`src/hdl/rtccs_pkg.sv`:
```
// Package for the RTC calendar setting stepper: command and write codes,
// reset constants and BCD helper functions. No dependencies.
`timescale 1ns / 1ps

package rtccs_pkg;

   localparam int unsigned YearWidth = 12;

   localparam logic [YearWidth-1:0] YEAR_FLOOR_RESET   = 12'd2015;
   localparam logic [YearWidth-1:0] YEAR_CEILING_RESET = 12'd2100;

   localparam logic [5:0] HOUR_LAST   = 6'd23;
   localparam logic [7:0] MINUTE_LAST = 8'd59;
   localparam logic [4:0] MONTH_LAST  = 5'd12;

   typedef enum logic [2:0] {
      CMD_LOAD       = 3'd0,
      CMD_ADD_HOUR   = 3'd1,
      CMD_ADD_MINUTE = 3'd2,
      CMD_ADD_YEAR   = 3'd3,
      CMD_ADD_MONTH  = 3'd4,
      CMD_ADD_DAY    = 3'd5
   } command_type;

   typedef enum logic [1:0] {
      WR_NONE = 2'd0,
      WR_TIME = 2'd1,
      WR_DATE = 2'd2,
      WR_YEAR = 2'd3
   } write_kind_type;

   typedef enum logic [0:0] {
      CSR_YEAR_FLOOR   = 1'b0,
      CSR_YEAR_CEILING = 1'b1
   } csr_index_type;

   // high nibble * 10 + low nibble; digits above 9 taken as they are
   function automatic logic [7:0] from_bcd(input logic [7:0] b);
      logic [7:0] hi;
      hi = {4'd0, b[7:4]};
      return (hi << 3) + (hi << 1) + {4'd0, b[3:0]};
   endfunction

   // divide by 10 through reciprocal multiply, exact for every 8-bit input
   function automatic logic [7:0] to_bcd(input logic [7:0] v);
      logic [15:0] prod;
      logic [4:0]  quot;
      logic [7:0]  quot10;
      logic [7:0]  rem;
      prod   = {8'd0, v} * 16'd205;
      quot   = prod[15:11];
      quot10 = {quot, 3'b000} + {2'b00, quot, 1'b0};
      rem    = v - quot10;
      return {quot[3:0], rem[3:0]};
   endfunction

   function automatic logic [5:0] month_length(input logic [4:0] m, input logic [1:0] y);
      logic [5:0] len;
      if (m inside {5'd1, 5'd3, 5'd5, 5'd7, 5'd8, 5'd10, 5'd12}) begin
         len = 6'd31;
      end else if (m inside {5'd4, 5'd6, 5'd9, 5'd11}) begin
         len = 6'd30;
      end else if (m == 5'd2) begin
         len = (y == 2'd0) ? 6'd29 : 6'd28;
      end else begin
         len = 6'd0;
      end
      return len;
   endfunction

endpackage

```
`src/hdl/rtc_calendar_setting_stepper.sv`:
```
// RTC calendar setting stepper, top level. Uses rtccs_pkg.
// A request passes the input register, then the result register, on its way from
// acceptance to the earliest response acceptance.
// Throughput: one transaction per cycle while rsp_ready is high; single-pass update.
// Reset (synchronous, active high): state cleared to zero, year floor/ceiling to 2015/2100,
// both stages empty.
`timescale 1ns / 1ps

module rtc_calendar_setting_stepper
   import rtccs_pkg::*;
(
   input  logic        clock,
   input  logic        reset,

   input  logic        csr_write_enable,
   input  logic [0:0]  csr_index,
   input  logic [11:0] csr_write_data,

   input  logic        req_valid,
   output logic        req_ready,
   input  logic [2:0]  req_command,
   input  logic [7:0]  req_reg_seconds,
   input  logic [7:0]  req_reg_minutes,
   input  logic [7:0]  req_reg_hours,
   input  logic [7:0]  req_reg_day_year,
   input  logic [7:0]  req_reg_month_weekday,
   input  logic [15:0] req_ram_year,

   output logic        rsp_valid,
   input  logic        rsp_ready,
   output logic [5:0]  rsp_hours,
   output logic [7:0]  rsp_minutes,
   output logic [7:0]  rsp_seconds,
   output logic [5:0]  rsp_day_of_month,
   output logic [4:0]  rsp_month_number,
   output logic [11:0] rsp_year_value,
   output logic [2:0]  rsp_weekday,
   output logic [1:0]  rsp_write_kind,
   output logic [7:0]  rsp_write_byte0,
   output logic [7:0]  rsp_write_byte1,
   output logic [7:0]  rsp_write_byte2
);

   logic [11:0] year_floor_ff;
   logic [11:0] year_ceiling_ff;

   logic        in_valid_ff;
   logic [2:0]  cmd_ff;
   logic [7:0]  sec_reg_ff;
   logic [7:0]  min_reg_ff;
   logic [7:0]  hour_reg_ff;
   logic [7:0]  day_year_reg_ff;
   logic [7:0]  month_wd_reg_ff;
   logic [15:0] ram_year_ff;

   logic [5:0]  hour_ff,    hour_in;
   logic [7:0]  minute_ff,  minute_in;
   logic [7:0]  second_ff,  second_in;
   logic [5:0]  day_ff,     day_in;
   logic [4:0]  month_ff,   month_in;
   logic [11:0] year_ff,    year_in;
   logic [2:0]  weekday_ff, weekday_in;

   logic           out_valid_ff;
   write_kind_type kind_ff, kind_in;
   logic [7:0]     byte0_ff, byte0_in;
   logic [7:0]     byte1_ff, byte1_in;
   logic [7:0]     byte2_ff, byte2_in;

   logic advance;

   assign advance   = in_valid_ff && (!out_valid_ff || rsp_ready);
   assign req_ready = !in_valid_ff || advance;

   always_ff @(posedge clock) begin
      if (reset) begin
         year_floor_ff   <= YEAR_FLOOR_RESET;
         year_ceiling_ff <= YEAR_CEILING_RESET;
      end else if (csr_write_enable) begin
         case (csr_index_type'(csr_index))
            CSR_YEAR_FLOOR:   year_floor_ff   <= csr_write_data;
            CSR_YEAR_CEILING: year_ceiling_ff <= csr_write_data;
            default: ;
         endcase
      end
   end

   always_ff @(posedge clock) begin
      if (reset) begin
         in_valid_ff <= 1'b0;
      end else if (req_ready) begin
         in_valid_ff <= req_valid;
      end
   end

   always_ff @(posedge clock) begin
      if (req_valid && req_ready) begin
         cmd_ff          <= req_command;
         sec_reg_ff      <= req_reg_seconds;
         min_reg_ff      <= req_reg_minutes;
         hour_reg_ff     <= req_reg_hours;
         day_year_reg_ff <= req_reg_day_year;
         month_wd_reg_ff <= req_reg_month_weekday;
         ram_year_ff     <= req_ram_year;
      end
   end

   // single-pass update of the calendar state for the registered transaction
   always_comb begin
      logic [11:0] y_sel;
      logic [1:0]  diff;
      logic        date_write;
      logic [7:0]  hour_dec;
      logic [7:0]  day_dec;
      logic [7:0]  month_dec;

      hour_in    = hour_ff;
      minute_in  = minute_ff;
      second_in  = second_ff;
      day_in     = day_ff;
      month_in   = month_ff;
      year_in    = year_ff;
      weekday_in = weekday_ff;
      kind_in    = WR_NONE;
      byte0_in   = 8'd0;
      byte1_in   = 8'd0;
      byte2_in   = 8'd0;
      date_write = 1'b0;
      y_sel      = 12'd0;
      diff       = 2'd0;
      hour_dec   = from_bcd({2'b00, hour_reg_ff[5:0]});
      day_dec    = from_bcd({2'b00, day_year_reg_ff[5:0]});
      month_dec  = from_bcd({3'b000, month_wd_reg_ff[4:0]});

      case (cmd_ff)
         CMD_LOAD: begin
            second_in  = from_bcd(sec_reg_ff);
            minute_in  = from_bcd(min_reg_ff);
            hour_in    = hour_dec[5:0];
            day_in     = day_dec[5:0];
            month_in   = month_dec[4:0];
            weekday_in = month_wd_reg_ff[7:5];
            y_sel      = (ram_year_ff > {4'd0, year_ceiling_ff}) ? year_floor_ff
                                                                   : ram_year_ff[11:0];
            diff       = day_year_reg_ff[7:6] - y_sel[1:0];
            year_in    = y_sel + {10'd0, diff};
            if (diff != 2'd0) begin
               kind_in = WR_YEAR;
            end
         end
         CMD_ADD_HOUR, CMD_ADD_MINUTE: begin
            if (cmd_ff == CMD_ADD_HOUR) begin
               hour_in = (hour_ff < HOUR_LAST) ? hour_ff + 6'd1 : 6'd0;
            end else begin
               minute_in = (minute_ff < MINUTE_LAST) ? minute_ff + 8'd1 : 8'd0;
            end
            second_in = 8'd0;
            kind_in   = WR_TIME;
            byte0_in  = 8'd0;
            byte1_in  = to_bcd(minute_in);
            byte2_in  = to_bcd({2'b00, hour_in});
         end
         CMD_ADD_YEAR: begin
            y_sel = (year_ff < year_floor_ff) ? year_floor_ff : year_ff;
            year_in    = (y_sel < year_ceiling_ff) ? y_sel + 12'd1 : year_floor_ff;
            date_write = 1'b1;
         end
         CMD_ADD_MONTH: begin
            month_in   = (month_ff < MONTH_LAST) ? month_ff + 5'd1 : 5'd1;
            date_write = 1'b1;
         end
         CMD_ADD_DAY: begin
            day_in     = (day_ff < month_length(month_ff, year_ff[1:0])) ? day_ff + 6'd1 : 6'd1;
            date_write = 1'b1;
         end
         default: ;
      endcase

      if (date_write) begin
         kind_in  = WR_DATE;
         byte0_in = to_bcd({2'b00, day_in}) | {year_in[1:0], 6'd0};
         byte1_in = to_bcd({3'b000, month_in});
         byte2_in = 8'd0;
      end
   end

   always_ff @(posedge clock) begin
      if (reset) begin
         hour_ff      <= '0;
         minute_ff    <= '0;
         second_ff    <= '0;
         day_ff       <= '0;
         month_ff     <= '0;
         year_ff      <= '0;
         weekday_ff   <= '0;
         out_valid_ff <= 1'b0;
      end else begin
         if (advance) begin
            hour_ff    <= hour_in;
            minute_ff  <= minute_in;
            second_ff  <= second_in;
            day_ff     <= day_in;
            month_ff   <= month_in;
            year_ff    <= year_in;
            weekday_ff <= weekday_in;
         end
         if (advance) begin
            out_valid_ff <= 1'b1;
         end else if (rsp_ready) begin
            out_valid_ff <= 1'b0;
         end
      end
   end

   always_ff @(posedge clock) begin
      if (advance) begin
         kind_ff  <= kind_in;
         byte0_ff <= byte0_in;
         byte1_ff <= byte1_in;
         byte2_ff <= byte2_in;
      end
   end

   // state only moves when the result register loads, so it is the result
   assign rsp_valid        = out_valid_ff;
   assign rsp_hours        = hour_ff;
   assign rsp_minutes      = minute_ff;
   assign rsp_seconds      = second_ff;
   assign rsp_day_of_month = day_ff;
   assign rsp_month_number = month_ff;
   assign rsp_year_value   = year_ff;
   assign rsp_weekday      = weekday_ff;
   assign rsp_write_kind   = kind_ff;
   assign rsp_write_byte0  = byte0_ff;
   assign rsp_write_byte1  = byte1_ff;
   assign rsp_write_byte2  = byte2_ff;

endmodule

```
`config.mk`:
```
export PLATFORM = sky130hd
export DESIGN_NAME = rtc_calendar_setting_stepper
export DESIGN_NICKNAME = d
export VERILOG_FILES = /design/src/hdl/rtccs_pkg.sv /design/src/hdl/rtc_calendar_setting_stepper.sv
export SDC_FILE = /design/constraint.sdc
export NUM_CORES = 1
export LEC_CHECK = 0
export BUFFER_PORTS_ARGS = -buffer_cell sky130_fd_sc_hd__buf_2
export CAP_MARGIN = 20
export CELL_PAD_IN_SITES_DETAIL_PLACEMENT = 1
export CELL_PAD_IN_SITES_GLOBAL_PLACEMENT = 2
export CORE_UTILIZATION = 37
export CTS_CLUSTER_DIAMETER = 100
export DETAILED_ROUTE_END_ITERATION = 6
export PLACE_DENSITY_LB_ADDON = 0.05
export RECOVER_POWER = 100
export SLEW_MARGIN = 0
export SYNTH_ARGS = -nofsm -noshare
export SYNTH_HDL_FRONTEND = slang
export SYNTH_SLANG_ARGS = --single-unit
```
`constraint.sdc`:
```
create_clock -name clock -period 8.3 [get_ports clock]
set_input_delay 0.83 -clock clock [delete_from_list [all_inputs] [get_ports clock]]
set_output_delay 0.83 -clock clock [all_outputs]
set_load 0.02 [all_outputs]
```
==> results of run 1 <==
## cell families after synthesis
| kind of cell | after synthesis | share of synthesized area |
|---|---|---|
| simple gates | 384 | 0.149 |
| compound gates | 282 | 0.153 |
| mux | 18 | 0.0155 |
| fa+ha+maj | 220 | 0.248 |
| buf+inv | 176 | 0.0562 |
| flops | 156 | 0.326 |
| xor+xnor | 70 | 0.0508 |
| other cells | 1 | 0.000310 |
## state kept, by name (all words and copies together) (netlist names), 6 cells and up
register          flops
year_ceiling_ff      12
hour_reg_ff           6
month_wd_reg_ff       8
min_reg_ff            8
rsp_seconds           8
ram_year_ff          16
rsp_write_byte2       7
rsp_day_of_month      6
year_floor_ff        12
rsp_write_byte1       8
day_year_reg_ff       8
rsp_write_byte0       8
rsp_year_value       12
rsp_hours             6
rsp_minutes           8
sec_reg_ff            8
## report_power, final
group / switching (W) / internal (W)
logic: 0.000340 / 0.000218
registers: 0.0000413 / 0.000858
clock network: 0.000360 / 0.000492
## worst min path at each step
stage | slack, ps | startpoint | endpoint | cells after the start
2_1_floorplan | 440 | year_ceiling_ff[10]$_SDFFE_PP0P_ | year_ceiling_ff[10]$_SDFFE_PP0P_ | 2
3_3_place_gp | 440 | rsp_seconds[1]$_SDFFE_PP0P_ | rsp_seconds[1]$_SDFFE_PP0P_ | 2
3_5_place_dp | 450 | year_ceiling_ff[7]$_SDFFE_PP0P_ | year_ceiling_ff[7]$_SDFFE_PP0P_ | 2
4_1_cts | 460 | rsp_seconds[7]$_SDFFE_PP0P_ | rsp_seconds[7]$_SDFFE_PP0P_ | 2
5_1_grt | 480 | year_ceiling_ff[10]$_SDFFE_PP0P_ | year_ceiling_ff[10]$_SDFFE_PP0P_ | 2
6_report | 460 | year_ceiling_ff[7]$_SDFFE_PP0P_ | year_ceiling_ff[7]$_SDFFE_PP0P_ | 2
## per-stage QoR
stage / hold WS [ps] / utilization / power, W
after floorplan: 436 / - / 0.00129
after global placement: 437 / 0.419 / 0.00147
after detailed placement: 452 / 0.419 / 0.00148
after CTS: 462 / 0.438 / 0.00235
after global routing: 482 / 0.434 / 0.00245
final: 459 / 0.434 / 0.00231
## per-layer routing
layer	global-route usage	vias up	wire length (microns)
met5	0	-	0
met2	0.374	180	17000
met4	0.0518	0	519
met1	0.319	4940	18000
met3	0.0369	30	1280
li1	-	4913	-
## synth_stat cells (all sizes together), types with 22 or more instances
cell type | count | area [sq um]
clkbuf | 32 | 121
nand3 | 35 | 180
nand2 | 126 | 473
xor2 | 22 | 193
fa | 33 | 661
nor2 | 112 | 420
dfxtp | 74 | 1480
a21oi | 84 | 424
edfxtp | 82 | 2460
o21ai | 50 | 250
ha | 187 | 2340
xnor2 | 48 | 420
inv | 129 | 484
## final cells by class
type                       count  area [sq um]
fill                        3759         18000
timing repair buffer         167           756
clock buffer                  22           497
multi-input combinational    975          7450
tap                          435           544
sequential                   156          3940
clock inverter                10           123
inverter                     131           492
## worst min-delay path: cells and delay by family (launching register included)
kind | cells | cell delay, ps
compound gates | 1 | 50
flops | 1 | 310
simple gates | 1 | 50
==> flow_metrics.tcl, run 1 <==
set metrics [dict create \
    cp-end-kind "flip-flop" \
    grt_overflow 0 \
    cp.arrival_ps 7300 \
    mostFrequentLayoutCells "ha_1 (187), inv_1 (129), nand2_1 (126)" \
    ys_seq_area_frac 0.326 \
    hold_buffers 0 \
    htree_levels 4 \
    rsz0062_at_grt "no" \
    syn_inst 1307 \
    cts_buffer_depth 2 \
    setup_ws_ps 1210 \
    ios 153 \
    rr_startpoint "rsp_month_number[0]$_SDFFE_PP0P_" \
    grt_start_max_net_pins 76 \
    synth_edf_count 82 \
    ant_nets 0 \
    syn_avg_cell_area_sq_um 9.24 \
    synth.yosys.warnings 0 \
    routed_wirelength_microns 36800 \
    cts_buffers 17 \
    required_ps 8510 \
    final_area_sq_mm 0.0138 \
    finalHoldViolCount 0 \
    hold_class "flip-flop to flip-flop" \
    insertedDiodeCount 0 \
    first_pass_iters 4 \
    drc 0 \
    dieArea_sq_mm 0.0334 \
    final_cell_count_no_fill 1896 \
    skew_ps 9.06 \
    cp.buffers_inverters 3 \
    synthFlopType "edfxtp_1" \
    p_per_area_mw_per_mm2 167 \
    placement.cell_area_sq_mm 0.0133 \
    final.setup.tns_ps 0 \
    io_buffer_count 149 \
    syn_to_final_growth_pct 14.3 \
    drt_iter0_drc 502 \
    antenna_found_initial 0 \
    startpoint "rsp_month_number[0]$_SDFFE_PP0P_" \
    ys_types 82 \
    ir_worst_vdd_mv 0.149 \
    outcome "complete, but fails checks" \
    post-place-ws_ps 1300 \
    vias 10100 \
    core.rowCount 65 \
    crit_top_cell "ha_1" \
    cts.repair.resized 0 \
    crit_path_start_kind "flip-flop" \
    r2r_end "rsp_write_byte0[3]$_SDFFCE_PP0P_" \
    dp_hpwl_microns 27900 \
    finalSetupViolations 0 \
    violations "capacitance limit, slew limit" \
    die_h_microns 183 \
    post_drt_wl_per_cell_microns 19.4 \
    start_util 0.380 \
    min_period_ps 7090 \
    ys_ff_latch 156 \
    max_freq_mhz 141 \
    numPlacedInstances 1864 \
    maxCapViolations 4 \
    path_depth 27 \
    cts_sinks 156 \
    crit_path_max_incr_delay_ps 590 \
    grt_pass1_wl_microns 58700 \
    finalMaxSlewViolations 181 \
    cts_setup_buffers 0 \
    relSlewSlack -1.64 \
    cts-root-buf "clkbuf_16" \
    rrSetupSlack_ps 1210 \
    final_common_cell "ha_1" \
    crit_slowest_cell "a21oi_1" \
    syn-num-nets 1604 \
    cts_tree "done" \
    via_per_inst 5.31 \
    core-area_sq_mm 0.0318 \
    finalCritPeriodShare 0.854 \
    grt_pass1_vias 10300 \
    clkTransAtPathRegs_ps 70 \
    leakagePower_nw 6.23 \
    fin_nets 1745 \
    clk_latency_ps 450 \
    track_usage 0.230 \
    async_reset_ff_frac 0 \
    tightest_slew_ps 3950 \
    criticalPathCategory "flip-flop to flip-flop" \
    path_max_fanout 8 \
    drive_gt1_frac 0.0890 \
    crit_end "rsp_write_byte0[3]$_SDFFCE_PP0P_" \
    die_w_microns 183 \
    gp_congestion 0.838 \
    reg2reg_depth 27 \
    path_delay_family "adder cells" \
    netlist_area_sq_mm 0.0121 \
]
No activity file was read; power rests on OpenSTA's default activity.
==> run 2, diff against run 1 <==
--- a/config.mk
+++ b/config.mk
@@ -5,7 +5,7 @@
 export SDC_FILE = /design/constraint.sdc
 export NUM_CORES = 1
 export LEC_CHECK = 0
-export BUFFER_PORTS_ARGS = -buffer_cell sky130_fd_sc_hd__buf_2
+export BUFFER_PORTS_ARGS = -buffer_cell sky130_fd_sc_hd__clkbuf_2
 export CAP_MARGIN = 20
 export CELL_PAD_IN_SITES_DETAIL_PLACEMENT = 1
 export CELL_PAD_IN_SITES_GLOBAL_PLACEMENT = 2
==> run 2 against run 1 <==
  * The flow still finishes with violations (capacitance limit, slew limit)
  * Via count fell by 0.48%
  * Clock power fell by 10%
  * Combinational power barely moved
  * First-iteration DRC count rose by 7.6%
  * Sequential power barely moved
  * Non-clock buffer count rose by 1
  * Sequential cell count did not move
  * Clock-buffer cell count fell by 4
  * Largest cell class unchanged
  * Largest power group unchanged
==> flow_metrics.tcl, run 2 (synthesized netlist as in run 1, its figures left out) <==
set metrics [dict create \
    ant_nets 0 \
    min_period_ps 7070 \
    syn_to_final_growth_pct 13.8 \
    reg2reg_depth 22 \
    drc 0 \
    routed_wirelength_microns 36400 \
    dieArea_sq_mm 0.0334 \
    gp_congestion 0.834 \
    first_pass_iters 4 \
    insertedDiodeCount 0 \
    via_per_inst 5.28 \
    rrSetupSlack_ps 1230 \
    p_sw_frac 0.336 \
    final.setup.tns_ps 0 \
    final_common_cell "ha_1" \
    hold_path_depth 2 \
    grt_start_max_net_pins 76 \
    max_freq_mhz 142 \
    grt_pass1_wl_microns 58100 \
    post_drt_wl_per_cell_microns 19.2 \
    clk_latency_ps 450 \
    r2r_end "rsp_write_byte1[3]$_DFFE_PP_" \
    p_per_area_mw_per_mm2 161 \
    die_h_microns 183 \
    cp-end-kind "flip-flop" \
    io_buffer_count 149 \
    cts.repair.resized 0 \
    hold_class "flip-flop to flip-flop" \
    crit_path_start_kind "flip-flop" \
    seq_power_share 0.406 \
    criticalPathCategory "flip-flop to flip-flop" \
    finalHoldViolCount 0 \
    power_frac_comb 0.250 \
    finalMaxSlewViolations 134 \
    mostFrequentLayoutCells "ha_1 (187), inv_1 (129), nand2_1 (126)" \
    grt_pass1_vias 10400 \
    required_ps 8460 \
    hold_buffers 0 \
    cts-root-buf "clkbuf_16" \
    leakagePower_nw 6.22 \
    die_w_microns 183 \
    cts_sinks 156 \
    regMostFlops "ram_year_ff" \
    hold_start "rsp_seconds[1]$_SDFFE_PP0P_" \
    drive_gt1_frac 0.0917 \
    cp.arrival_ps 7220 \
    maxCapViolations 2 \
    power.internal_w 0.00147 \
    skew_ps 11.3 \
    rr_startpoint "cmd_ff[1]$_DFFE_PP_" \
    largest_reg_flops 16 \
    cts_buffer_depth 2 \
    hold_path_end "rsp_seconds[1]$_SDFFE_PP0P_" \
    violations "capacitance limit, slew limit" \
    seq_area_sq_mm 0.00394 \
    setup_ws_ps 1230 \
    start_util 0.380 \
    p_clk_frac 0.344 \
    finalCritPeriodShare 0.851 \
    post-place-ws_ps 1310 \
    cts_tree "done" \
    drt_iter0_drc 540 \
    core-area_sq_mm 0.0318 \
    multi_input_area_sq_mm 0.00746 \
    outcome "complete, but fails checks" \
    track_usage 0.228 \
    ir_worst_vdd_mv 0.157 \
    ios 153 \
    cts_setup_buffers 0 \
    rsz0062_at_grt "no" \
    p_sw_w 0.000746 \
    clkTransAtPathRegs_ps 70 \
    core.rowCount 65 \
    fillCellCount 3746 \
    antenna_found_initial 0 \
    finalSetupViolations 0 \
    vias 10000 \
    fin_nets 1746 \
    dp_hpwl_microns 27800 \
    htree_levels 4 \
    path_max_fanout 17 \
    grt_overflow 0 \
    tightest_slew_ps 3950 \
    relSlewSlack -1.64 \
    cts_buffers 17 \
]
==> run 2: cell count changes in the layout (fill, tap and decap cells not counted), sizes merged <==
cell	before	now
clkbuf	106	175
clkinv	4	6
inv	134	138
buf	83	11
bufinv	2	0
==> run 2: layout make-up <==
type,instances,area share
timing repair buffer,168,0.0555
inverter,131,0.0358
multi-input combinational,975,0.543
tap,435,0.0396
sequential,156,0.287
clock inverter,14,0.00774
clock buffer,18,0.0319
==> run 2: stage by stage <==
step,area [sq um],power [W],cells,utilization,hold slack (ps)
floorplan,12100,0.00129,1307,-,436
global placement,13300,0.00147,1864,0.419,441
detailed placement,13300,0.00148,1864,0.419,447
CTS,13900,0.00225,1896,0.436,457
global route,13700,0.00236,1897,0.432,488
finish,13700,0.00222,1897,0.432,456
==> run 2: per-layer routing <==
layer	wire length (microns)	part of all wire	track usage
met1	18400	0.51	0.319
met2	16700	0.46	0.368
met3	1030	0.028	0.0353
met4	274	0.0075	0.0484
met5	0	0	0
==> run 2: how the worst max path moves through the flow <==
| stage | start | end | slack (ps) | depth (start not counted) |
|---|---|---|---|---|
| after floorplan | rsp_month_number[1]$_SDFFE_PP0P_ | rsp_write_byte0[3]$_SDFFCE_PP0P_ | 1890 | 24 |
| after global placement | rsp_month_number[1]$_SDFFE_PP0P_ | rsp_write_byte0[3]$_SDFFCE_PP0P_ | 1350 | 26 |
| after detailed placement | rsp_month_number[0]$_SDFFE_PP0P_ | rsp_write_byte0[3]$_SDFFCE_PP0P_ | 1310 | 25 |
| after CTS | rsp_month_number[0]$_SDFFE_PP0P_ | rsp_write_byte0[3]$_SDFFCE_PP0P_ | 1260 | 25 |
| after global routing | year_floor_ff[2]$_SDFFE_PP1P_ | rsp_year_value[9]$_SDFFE_PP0P_ | 670 | 19 |
| final | cmd_ff[1]$_DFFE_PP_ | rsp_write_byte1[3]$_DFFE_PP_ | 1230 | 22 |
==> run 2: worst max-delay path, cell delays in order, from the launching register on <==
cell and delay [ps]:
edfxtp_1 370, clkbuf_1 400, nor3b_2 620, o21ai_0 180
a32oi_1 380, inv_1 240, ha_1 360, inv_1 60
fa_1 510, fa_1 520, inv_1 50, fa_1 470
ha_1 300, o21a_1 170, o21ai_0 450, o31ai_1 150
a311oi_1 450, xnor2_1 170, ha_1 340, a21oi_1 170
xnor2_1 150, xnor2_1 150, o22ai_1 100
==> run 2: power by group through the flow <==
stage | registers, W | logic, W | clock network (W)
6_report | 0.000899 | 0.000554 | 0.000764
5_1_grt | 0.000905 | 0.000638 | 0.000817
4_1_cts | 0.000898 | 0.000569 | 0.000787
3_5_place_dp | 0.000915 | 0.000564 | 0
3_3_place_gp | 0.000915 | 0.000552 | 0
2_1_floorplan | 0.000918 | 0.000375 | 0
